`src/design/lbbc_pkg.sv`:
```
`timescale 1ns / 1ps
`default_nettype none
// ----------------------------------------------------------------------------
// lbbc_pkg
// shared types and constants of the label bounding box collector
// ----------------------------------------------------------------------------
package lbbc_pkg;

    localparam int LABEL_W = 16;
    localparam int COORD_W = 12;
    localparam int SLOT_W  = 6;

    // labels at or above this value are not rooms
    localparam logic [LABEL_W-1:0] LABEL_LIMIT = 16'hFF00;

    // one pixel request
    typedef struct packed {
        logic [LABEL_W-1:0] pixel_label;
        logic [COORD_W-1:0] pixel_x;
        logic [COORD_W-1:0] pixel_y;
        logic               end_of_map;
    } t_pixel;

    // one room record
    typedef struct packed {
        logic               room_valid;
        logic [SLOT_W-1:0]  room_slot;
        logic [LABEL_W-1:0] room_label;
        logic [COORD_W-1:0] box_min_x;
        logic [COORD_W-1:0] box_max_x;
        logic [COORD_W-1:0] box_min_y;
        logic [COORD_W-1:0] box_max_y;
        logic               last_room;
        logic               slots_overflowed;
    } t_record;

    // pixel travelling down the chain of cells
    typedef struct packed {
        logic               vld;       // a pixel occupies this stage
        logic               room;      // room pixel not yet taken by a cell
        logic               eom;       // end of map marker
        logic [LABEL_W-1:0] label;
        logic [COORD_W-1:0] x;
        logic [COORD_W-1:0] y;
    } t_bus;

    // contents of one slot cell
    typedef struct packed {
        logic               occ;
        logic [LABEL_W-1:0] label;
        logic [COORD_W-1:0] min_x;
        logic [COORD_W-1:0] max_x;
        logic [COORD_W-1:0] min_y;
        logic [COORD_W-1:0] max_y;
    } t_slot;

    typedef enum logic [1:0] {
        ST_RUN,
        ST_FLUSH,
        ST_DRAIN
    } t_state;

endpackage : lbbc_pkg
`default_nettype wire

```
`src/design/lbbc_cell.sv`:
```
`timescale 1ns / 1ps
`default_nettype none
// ----------------------------------------------------------------------------
// lbbc_cell
// one slot of the collector chain: claims a label, tracks its box
// ----------------------------------------------------------------------------
module lbbc_cell #(
    parameter int CW = 12
) (
    input  wire                  i_clk,
    input  wire                  i_rst_n,
    input  lbbc_pkg::t_bus       i_bus,
    input  lbbc_pkg::t_slot      i_next,
    input  wire                  i_shift,
    output lbbc_pkg::t_bus       o_bus,
    output lbbc_pkg::t_slot      o_slot
);

    localparam int CWO = lbbc_pkg::COORD_W;

    logic                          r_occ;
    logic [lbbc_pkg::LABEL_W-1:0]  r_label;
    logic [CW-1:0]                 r_min_x;
    logic [CW-1:0]                 r_max_x;
    logic [CW-1:0]                 r_min_y;
    logic [CW-1:0]                 r_max_y;
    logic                          r_vld;
    logic                          r_room;
    lbbc_pkg::t_bus                r_bus;

    logic          match;
    logic          claim;
    logic [CW-1:0] px;
    logic [CW-1:0] py;

    assign px    = i_bus.x[CW-1:0];
    assign py    = i_bus.y[CW-1:0];
    assign match = r_occ && i_bus.room && (i_bus.label == r_label);
    assign claim = !r_occ && i_bus.room;

    always_ff @(posedge i_clk) begin
        if (!i_rst_n) begin
            r_occ  <= 1'b0;
            r_vld  <= 1'b0;
            r_room <= 1'b0;
        end else begin
            r_vld  <= i_bus.vld;
            r_room <= i_bus.room && !match && !claim;
            if (i_shift) begin
                r_occ <= i_next.occ;
            end else if (claim) begin
                r_occ <= 1'b1;
            end
        end
    end

    always_ff @(posedge i_clk) begin
        r_bus <= i_bus;
        if (i_shift) begin
            r_label <= i_next.label;
            r_min_x <= i_next.min_x[CW-1:0];
            r_max_x <= i_next.max_x[CW-1:0];
            r_min_y <= i_next.min_y[CW-1:0];
            r_max_y <= i_next.max_y[CW-1:0];
        end else if (claim) begin
            r_label <= i_bus.label;
            r_min_x <= px;
            r_max_x <= px;
            r_min_y <= py;
            r_max_y <= py;
        end else if (match) begin
            if (px < r_min_x) r_min_x <= px;
            if (px > r_max_x) r_max_x <= px;
            if (py < r_min_y) r_min_y <= py;
            if (py > r_max_y) r_max_y <= py;
        end
    end

    always_comb begin
        o_bus        = r_bus;
        o_bus.vld    = r_vld;
        o_bus.room   = r_room;
        o_slot.occ   = r_occ;
        o_slot.label = r_label;
        o_slot.min_x = CWO'(r_min_x);
        o_slot.max_x = CWO'(r_max_x);
        o_slot.min_y = CWO'(r_min_y);
        o_slot.max_y = CWO'(r_max_y);
    end

    // slots fill from the head, so an occupied neighbor implies this one is taken
    a_contiguous : assert property (@(posedge i_clk) disable iff (!i_rst_n)
        i_next.occ |-> r_occ)
        else $error("slot occupancy not contiguous");

    a_room_implies_vld : assert property (@(posedge i_clk) disable iff (!i_rst_n)
        o_bus.room |-> o_bus.vld)
        else $error("room pixel without a valid stage");

    a_no_claim_on_shift : assert property (@(posedge i_clk) disable iff (!i_rst_n)
        i_shift |-> !i_bus.vld)
        else $error("pixel in flight while records drain");

endmodule : lbbc_cell
`default_nettype wire

```
`config.mk`:
```
export PLATFORM = sky130hd
export DESIGN_NAME = lbbc_cell
export DESIGN_NICKNAME = d
export VERILOG_FILES = /design/src/design/lbbc_pkg.sv /design/src/design/lbbc_cell.sv
export SDC_FILE = /design/constraint.sdc
export NUM_CORES = 1
export LEC_CHECK = 0
export ABC_AREA = 1
export BUFFER_PORTS_ARGS = -buffer_cell sky130_fd_sc_hd__buf_2
export CAP_MARGIN = 25
export CORE_AREA = 2 2 82 142
export CTS_CLUSTER_SIZE = 16
export DETAILED_ROUTE_END_ITERATION = 12
export DIE_AREA = 0 0 84 144
export GPL_TIMING_DRIVEN = 0
export HOLD_SLACK_MARGIN = 0.12
export PLACE_DENSITY = 0.81
export REMOVE_ABC_BUFFERS = 1
export SETUP_SLACK_MARGIN = 0.3
export SYNTH_ARGS = -nofsm -noshare
export SYNTH_HDL_FRONTEND = slang
export SYNTH_SLANG_ARGS = --single-unit
```
`constraint.sdc`:
```
create_clock -name i_clk -period 3.07 [get_ports i_clk]
set_input_delay 0.614 -clock i_clk [delete_from_list [all_inputs] [get_ports i_clk]]
set_output_delay 0.614 -clock i_clk [all_outputs]
set_load 0.05 [all_outputs]
```
Yosys cells after proc, flatten, opt, wreduce, memory -nomap -nowiden
Cells that the tools add are included.
Storage, ports and cells
  flip-flop bits (word level): 108
  output and inout port bits: 108
  word-level logic and storage cells: 55
Cells by class
  magnitude comparators: 4
  equality and inequality tests: 1
  multiplexer cells: 20
  reductions and logical operators: 18
Operators with widths (number)
  12-bit two-way mux: 16
  16-bit two-way mux: 2
  12-bit > comparator: 2
  12-bit < comparator: 2
  16-bit == test: 1
  3-bit nonzero test: 5
  2-bit AND reduction: 4
  1-bit logical AND: 5
  1-bit zero test: 3
  1-bit two-way mux: 2
  2-bit nonzero test: 1

Depth between registers and ports, before layout
Gate-level depths: netlist of the first run.
  word-level depth: 5
  mapped depth: 11

Least setup slack after synthesis of the first run
OpenSTA, ideal clock, no wires.
  path type: register to register
  start point: register r_max_x[11]
  end point: register r_max_x[0], enable pin
  setup time: 0.384 ns
  arrival: 2.090 ns
  data required time: 2.686 ns
  setup slack: 0.596 ns
  cell stages (with the launch flop): 10
  period minus slack after synthesis: 2.474 ns
  path through: edfxtp_1 -> inv_1 -> ha_1 -> nand2_1 -> nor2_1 -> and2_1 -> nand2_1 -> nand3_1 -> nand2_1 -> o21bai_1
On the way
  longest elaborated chain between the ends: 3
RTL lines
  from (decl): RTL line lbbc_cell.sv:24  | logic [CW-1:0] r_max_x;
  from (signal assigned): RTL line lbbc_cell.sv:62  | r_max_x <= i_next.max_x[CW-1:0];
  from (signal assigned): RTL line lbbc_cell.sv:68  | r_max_x <= px;
  from (signal assigned): RTL line lbbc_cell.sv:73  | if (px > r_max_x) r_max_x <= px;
  12-bit > comparator: RTL line lbbc_cell.sv:73
  3-bit nonzero test (no line)
  2-bit AND reduction (no line)
Every way passes these cells.
A chain may end at the register's enable or synchronous reset.

Worst setup path after layout of the first run
  start point: input port i_shift
  end point: register r_max_x[9], enable pin
On the way
  longest elaborated chain between the ends: 2
  elaborated cells between the ends (all ways): 3
RTL lines
  from (decl): RTL line lbbc_cell.sv:14  | input wire i_shift,
  3-bit nonzero test (no line)
  2-bit AND reduction (no line) (*)
Mark *: on every way between the ends. The rest lies on a longest branch, timed or not.

==> flow_metrics.tcl, run 1 <==
set metrics [dict create \
    path_cells "buf_2, a21oi_1, inv_1, o21bai_1, buf_4" \
    cts_resized 0 \
    synth.cell_area_um2 5147 \
    grt_pass1_wl_mm 20.67 \
    dp_hpwl_mm 10.42 \
    vias_per_cell 4.717 \
    synthDistinctLibCells 22 \
    cts_tree "done" \
    cts-root-buf "clkbuf_16" \
    p_per_area_nw_per_um2 578.8 \
    place_area_um2 6389 \
    crit-reg2reg-launch "r_max_x[11]" \
    numPortBuffers 218 \
    crit_type "input port to flip-flop" \
    rsz0062_at_grt "no" \
    fin_crit_sh_pct 84.59 \
    vias 4462 \
    drive_gt1_share_pct 29.77 \
    final_nets 965 \
    start_util_pct 46.63 \
    grt_max_degree 45 \
    insertion_delay_ns 0.35 \
    hold_path_class "input port to flip-flop" \
    gp_congestion 0.8073 \
    cts_max_path_buffers 2 \
    drt-total-wl_mm 13.17 \
    num_rows 51 \
    setup_viol 0 \
    dp_slack_ns 0.09213 \
    critPathRequiredTime_ns 3.13 \
    fin_area_um2 6701 \
    wl_per_cell_um 13.92 \
    post-cts-setup-buffers 0 \
    ant_nets 0 \
    cts.sinks 108 \
    worst_ir_drop_vdd_mv 0.3983 \
    hold_viol 0 \
    fin_worst_skew_ns 0.01287 \
    holdBufCountCts 0 \
    grt-ovfl-total 0 \
    yosysTopAreaCellShare_pct 37.34 \
    cp.arrival_ns 2.66 \
    htree_levels 3 \
    cp_max_fo 38 \
    n_fill_cell 971 \
    outcome "finished, final reports clean" \
    cp-start-kind "input port" \
    dr.pass1.iters 4 \
    grt_pass1_vias 4492 \
    finalPower_mw 3.879 \
    worst_slack_ns 0.4730 \
    syn_avg_cell_area_um2 8.754 \
    fin_util_pct 60.71 \
    slew_violations 0 \
    cap_violations 0 \
    end_kind "flip-flop" \
    crit_family "buffers and inverters" \
    yosysTopAreaCell "edfxtp_1" \
    cts_buffers 9 \
    slowest_stage "inv_1" \
    critPathMaxStageDelay_ns 0.63 \
    min-delay-start "i_bus[40]" \
    path_clk_slew_ns 0.08 \
    die_area_um2 12100 \
    crit_buf_inv 3 \
    grt_usage_pct 22.02 \
    drt_iter0_drc 185 \
    area_growth_pct 30.19 \
    die_w_um 84 \
    drc_errors 0 \
    startpoint "i_shift" \
    netlist_top_cells_area "edfxtp_1 (37%), nand2_1 (18%), dfxtp_1 (17%), ha_1 (11%), inv_1 (7.1%)" \
    fmax_mhz 385.1 \
    die_h_um 144 \
    whs_ns 0.3567 \
    antenna_found_initial 1 \
    relSlewSlack_pct 32.14 \
    leakage_nw 3.757 \
    min_period_ns 2.597 \
    ys_seq_area_share_pct 54.45 \
    tightestPinTransition_ns 1.012 \
    yosysWarnings 0 \
    ioPinCount 219 \
    core-area_um2 11040 \
    netlist_instances 588 \
    synth_seq_cells 108 \
]
## final timing paths
kind	endpoint	slack [ns]	cells after the start
setup reg to reg	r_max_x[9]	0.67	10
setup / recovery	r_max_x[9]	0.47	5
hold / removal	o_bus[40]	0.36	1
hold reg to reg	r_occ	0.49	2
## metal layers
layer	GRT usage [%]	routed length, µm	vias up
met4	11.29	319	0
met2	41.47	7270	170
met1	22.03	4740	1985
li1	-	-	2281
met3	5.765	842	26
met5	0	0	-
## report_power, final
group	switching, mW	total, mW	internal (mW)
logic	0.707	0.969	0.262
registers	0.0502	1.71	1.66
clock network	0.556	1.20	0.639
total	1.31	3.88	2.57
## registers in the layout, indices dropped and copies added (netlist names)
| name | cells |
|---|---|
| o_bus | 41 |
| r_label | 16 |
| r_max_x | 12 |
| r_max_y | 12 |
| r_min_x | 12 |
| r_min_y | 12 |
| r_occ | 1 |
| r_room | 1 |
| r_vld | 1 |
## synth_stat cells (all sizes together)
master / instances
nand2: 242
xor2: 1
dfxtp: 44
inv: 98
o21bai: 4
clkbuf: 4
ha: 46
o21a: 2
a21oi: 19
nand3: 7
o21ai: 18
edfxtp: 64
nand4: 4
a21o: 2
buf: 10
and2: 2
clkinv: 1
nor2: 20
## logic make-up after synthesis
group | count (synthesis) | synth area share, %
flip-flops | 108 | 54.45
buffers and inverters | 113 | 8.629
AO/OA/AOI/OAI | 45 | 4.764
XOR/XNOR | 1 | 0.1702
adder cells (fa/ha/maj) | 46 | 11.18
AND/OR/NAND/NOR | 275 | 20.81
## final cells by class
type | instances | area [µm²] | share of cell area (%)
repair buffers | 223 | 1149 | 17.14
clock buffers | 11 | 264.0 | 3.940
well taps | 132 | 165.2 | 2.465
diodes | 1 | 2.502 | 0.03734
multi-input cells | 367 | 1901 | 28.36
flip-flops and latches | 108 | 2803 | 41.82
clock inverters | 5 | 46.29 | 0.6908
inverters | 99 | 371.6 | 5.545
## cell usage in the layout, fill, tap and decap left out
| cell | Yosys | layout |
|---|---|---|
| inv_6 | 0 | 3 |
| inv_1 | 98 | 98 |
| clkbuf_8 | 0 | 1 |
| a21o_1 | 2 | 2 |
| inv_8 | 0 | 1 |
| nor2_1 | 18 | 18 |
| buf_12 | 0 | 1 |
| nand3_2 | 1 | 1 |
| clkinv_1 | 1 | 1 |
| o21bai_1 | 4 | 4 |
| nor2_4 | 1 | 1 |
| clkbuf_16 | 0 | 10 |
| buf_2 | 7 | 218 |
| diode_2 | 0 | 1 |
| nand4_1 | 4 | 4 |
| edfxtp_1 | 64 | 64 |
| ha_1 | 46 | 46 |
| o21a_1 | 2 | 2 |
| nand2_1 | 242 | 242 |
| dfxtp_1 | 44 | 44 |
| nor2_2 | 1 | 1 |
| clkinv_4 | 0 | 1 |
| a21oi_1 | 19 | 19 |
| o21ai_0 | 18 | 18 |
| nand3_1 | 6 | 6 |
| buf_4 | 3 | 2 |
| and2_1 | 2 | 2 |
| buf_6 | 0 | 2 |
| xor2_1 | 1 | 1 |
## per-stage QoR
| stage | cells | setup TNS (ns) |
|---|---|---|
| 2_1_floorplan | 574 | 0 |
| 6_report | 946 | 0 |
| 3_5_place_dp | 929 | 0 |
| 5_1_grt | 945 | 0 |
| 4_1_cts | 945 | 0 |
| 3_3_place_gp | 924 | -42.02 |
(Power assumes the default switching activity.)
==> run 2: changes to the inputs <==
- clock period: 3.07 -> 2.47 ns (I/O delays scaled with it)
==> flow_metrics.tcl, run 2 (synthesized netlist as in run 1, its figures left out) <==
set metrics [dict create \
    vias_per_cell 4.734 \
    cp.arrival_ns 2.18 \
    insertion_delay_ns 0.35 \
    cts_buffers 9 \
    p_seq_share_pct 44.1 \
    drt-total-wl_mm 13.27 \
    die_area_um2 12100 \
    rsz0062_at_grt "yes" \
    cts.sinks 108 \
    fin_util_pct 61.17 \
    area_growth_pct 31.19 \
    place_area_um2 6389 \
    die_w_um 84 \
    antenna_found_initial 1 \
    dr.pass1.iters 5 \
    relSlewSlack_pct 49.78 \
    leakage_nw 3.776 \
    grt_pass1_vias 4498 \
    cts_max_path_buffers 2 \
    final_common_cell "nand2_1" \
    combPwrFrac_pct 25.2 \
    dp_hpwl_mm 10.42 \
    p_per_area_nw_per_um2 715.4 \
    fin_crit_sh_pct 86.05 \
    cap_violations 0 \
    final_nets 968 \
    holdBufCountCts 0 \
    largest_reg_flops 41 \
    num_rows 51 \
    core-area_um2 11040 \
    n_fill_cell 969 \
    grt-ovfl-total 0 \
    hold_path_class "input port to flip-flop" \
    grt_pass1_wl_mm 20.84 \
    numPortBuffers 218 \
    worst_ir_drop_vdd_mv 0.4907 \
    grt_max_degree 45 \
    min_period_ns 2.125 \
    pwr-share-clk_pct 30.7 \
    drc_errors 0 \
    end_kind "flip-flop" \
    grt_usage_pct 22.25 \
    gp_congestion 0.8073 \
    ant_nets 0 \
    outcome "finished, final reports clean" \
    tightestPinTransition_ns 0.7534 \
    intPower_mw 3.194 \
    hold_viol 0 \
    cts-root-buf "clkbuf_16" \
    vias 4493 \
    drive_gt1_share_pct 30.88 \
    drt_iter0_drc 194 \
    wl_per_cell_um 13.98 \
    power.switching_mw 1.636 \
    start_util_pct 46.63 \
    fin_area_um2 6753 \
    ioPinCount 219 \
    whs_ns 0.2378 \
    path_clk_slew_ns 0.08 \
    die_h_um 144 \
    cts_tree "done" \
    final_cell_mix "nand2_1 (242), buf_2 (218), inv_1 (97), edfxtp_1 (64), ha_1 (46)" \
    fmax_mhz 470.5 \
    setup_viol 0 \
    critPathRequiredTime_ns 2.53 \
    netSwitchingFraction_pct 33.87 \
    slew_violations 0 \
    crit_type "flip-flop to flip-flop" \
    htree_levels 3 \
    cp-start-kind "flip-flop" \
    fin_worst_skew_ns 0.01179 \
    cp_max_fo 7 \
]
-- run 2: cell types whose count changed in the layout (fill, tap and decap cells not counted), sizes merged --
cell      delta
buf          +2
inv          -1
clkinvlp     +2
-- run 2: what timing repair did --
| action | in CTS | in global routing |
|---|---|---|
| cloned | 1 | 0 |
| setup buffers | 0 | 2 |
| endpoints found under the setup margin | 98 | 28 |
| resized for setup | 8 | 0 |
-- run 2: stage by stage --
| step | std cells | setup WS (ns) | total power, mW | TNS [ns] |
|---|---|---|---|---|
| 2_1_floorplan | 574 | -0.003518 | 2.992 | -0.08443 |
| 3_3_place_gp | 924 | -0.9598 | 3.341 | -92.19 |
| 3_5_place_dp | 929 | -0.3879 | 3.377 | -27.10 |
| 4_1_cts | 946 | 0.3132 | 4.859 | 0 |
| 5_1_grt | 948 | 0.1896 | 5.048 | 0 |
| 6_report | 949 | 0.3447 | 4.831 | 0 |
-- run 2: metal layers --
metal  global-route usage [%]  share of wire [%]  up-vias
met5                        0                  0        -
met4                    11.12                3.1        0
met3                    5.651                5.7       30
met2                    42.02                 55      158
met1                    22.40                 36     2018
li1                         -                  -     2287
-- run 2: power by group through the flow --
| stage | clock (mW) | sequential, mW | combinational [mW] |
|---|---|---|---|
| after global placement | 0 | 2.17 | 1.17 |
| after global routing | 1.58 | 2.15 | 1.32 |
| after CTS | 1.51 | 2.13 | 1.22 |
| after detailed placement | 0 | 2.17 | 1.21 |
| final | 1.48 | 2.13 | 1.22 |
| after floorplan | 0 | 2.65 | 0.339 |
-- run 2: path summary, 6_finish.rpt --
path	start	end	slack, ns	depth (start not counted)
worst max-delay path	r_max_y[11]	r_max_y[11]	0.34	10
worst min-delay path	i_bus[40]	o_bus[40]	0.24	1
worst max register to register	r_max_y[11]	r_max_y[11]	0.34	10
worst min register to register	r_occ	r_occ	0.52	2
-- run 2: critical path, stage by stage (launching register included) --
cell      delay [ns]
edfxtp_1        0.35
inv_1           0.05
ha_1            0.28
nand2_1         0.09
nor2_1          0.14
and2_1          0.16
nand2_1         0.05
nand3_1         0.06
nand2_1         0.08
o21bai_2        0.38
buf_6           0.20
-- run 2: layout make-up --
class,instances,area (µm²),area share [%]
antenna,1,2.502,0.03706
clock buffer,11,264.0,3.910
clock inverter,5,46.29,0.6856
inverter,99,376.6,5.577
multi-input combinational,367,1927,28.53
sequential,108,2803,41.50
tap,132,165.2,2.446
timing repair buffer,225,1164,17.23
timing repair inverter,1,5.005,0.07412
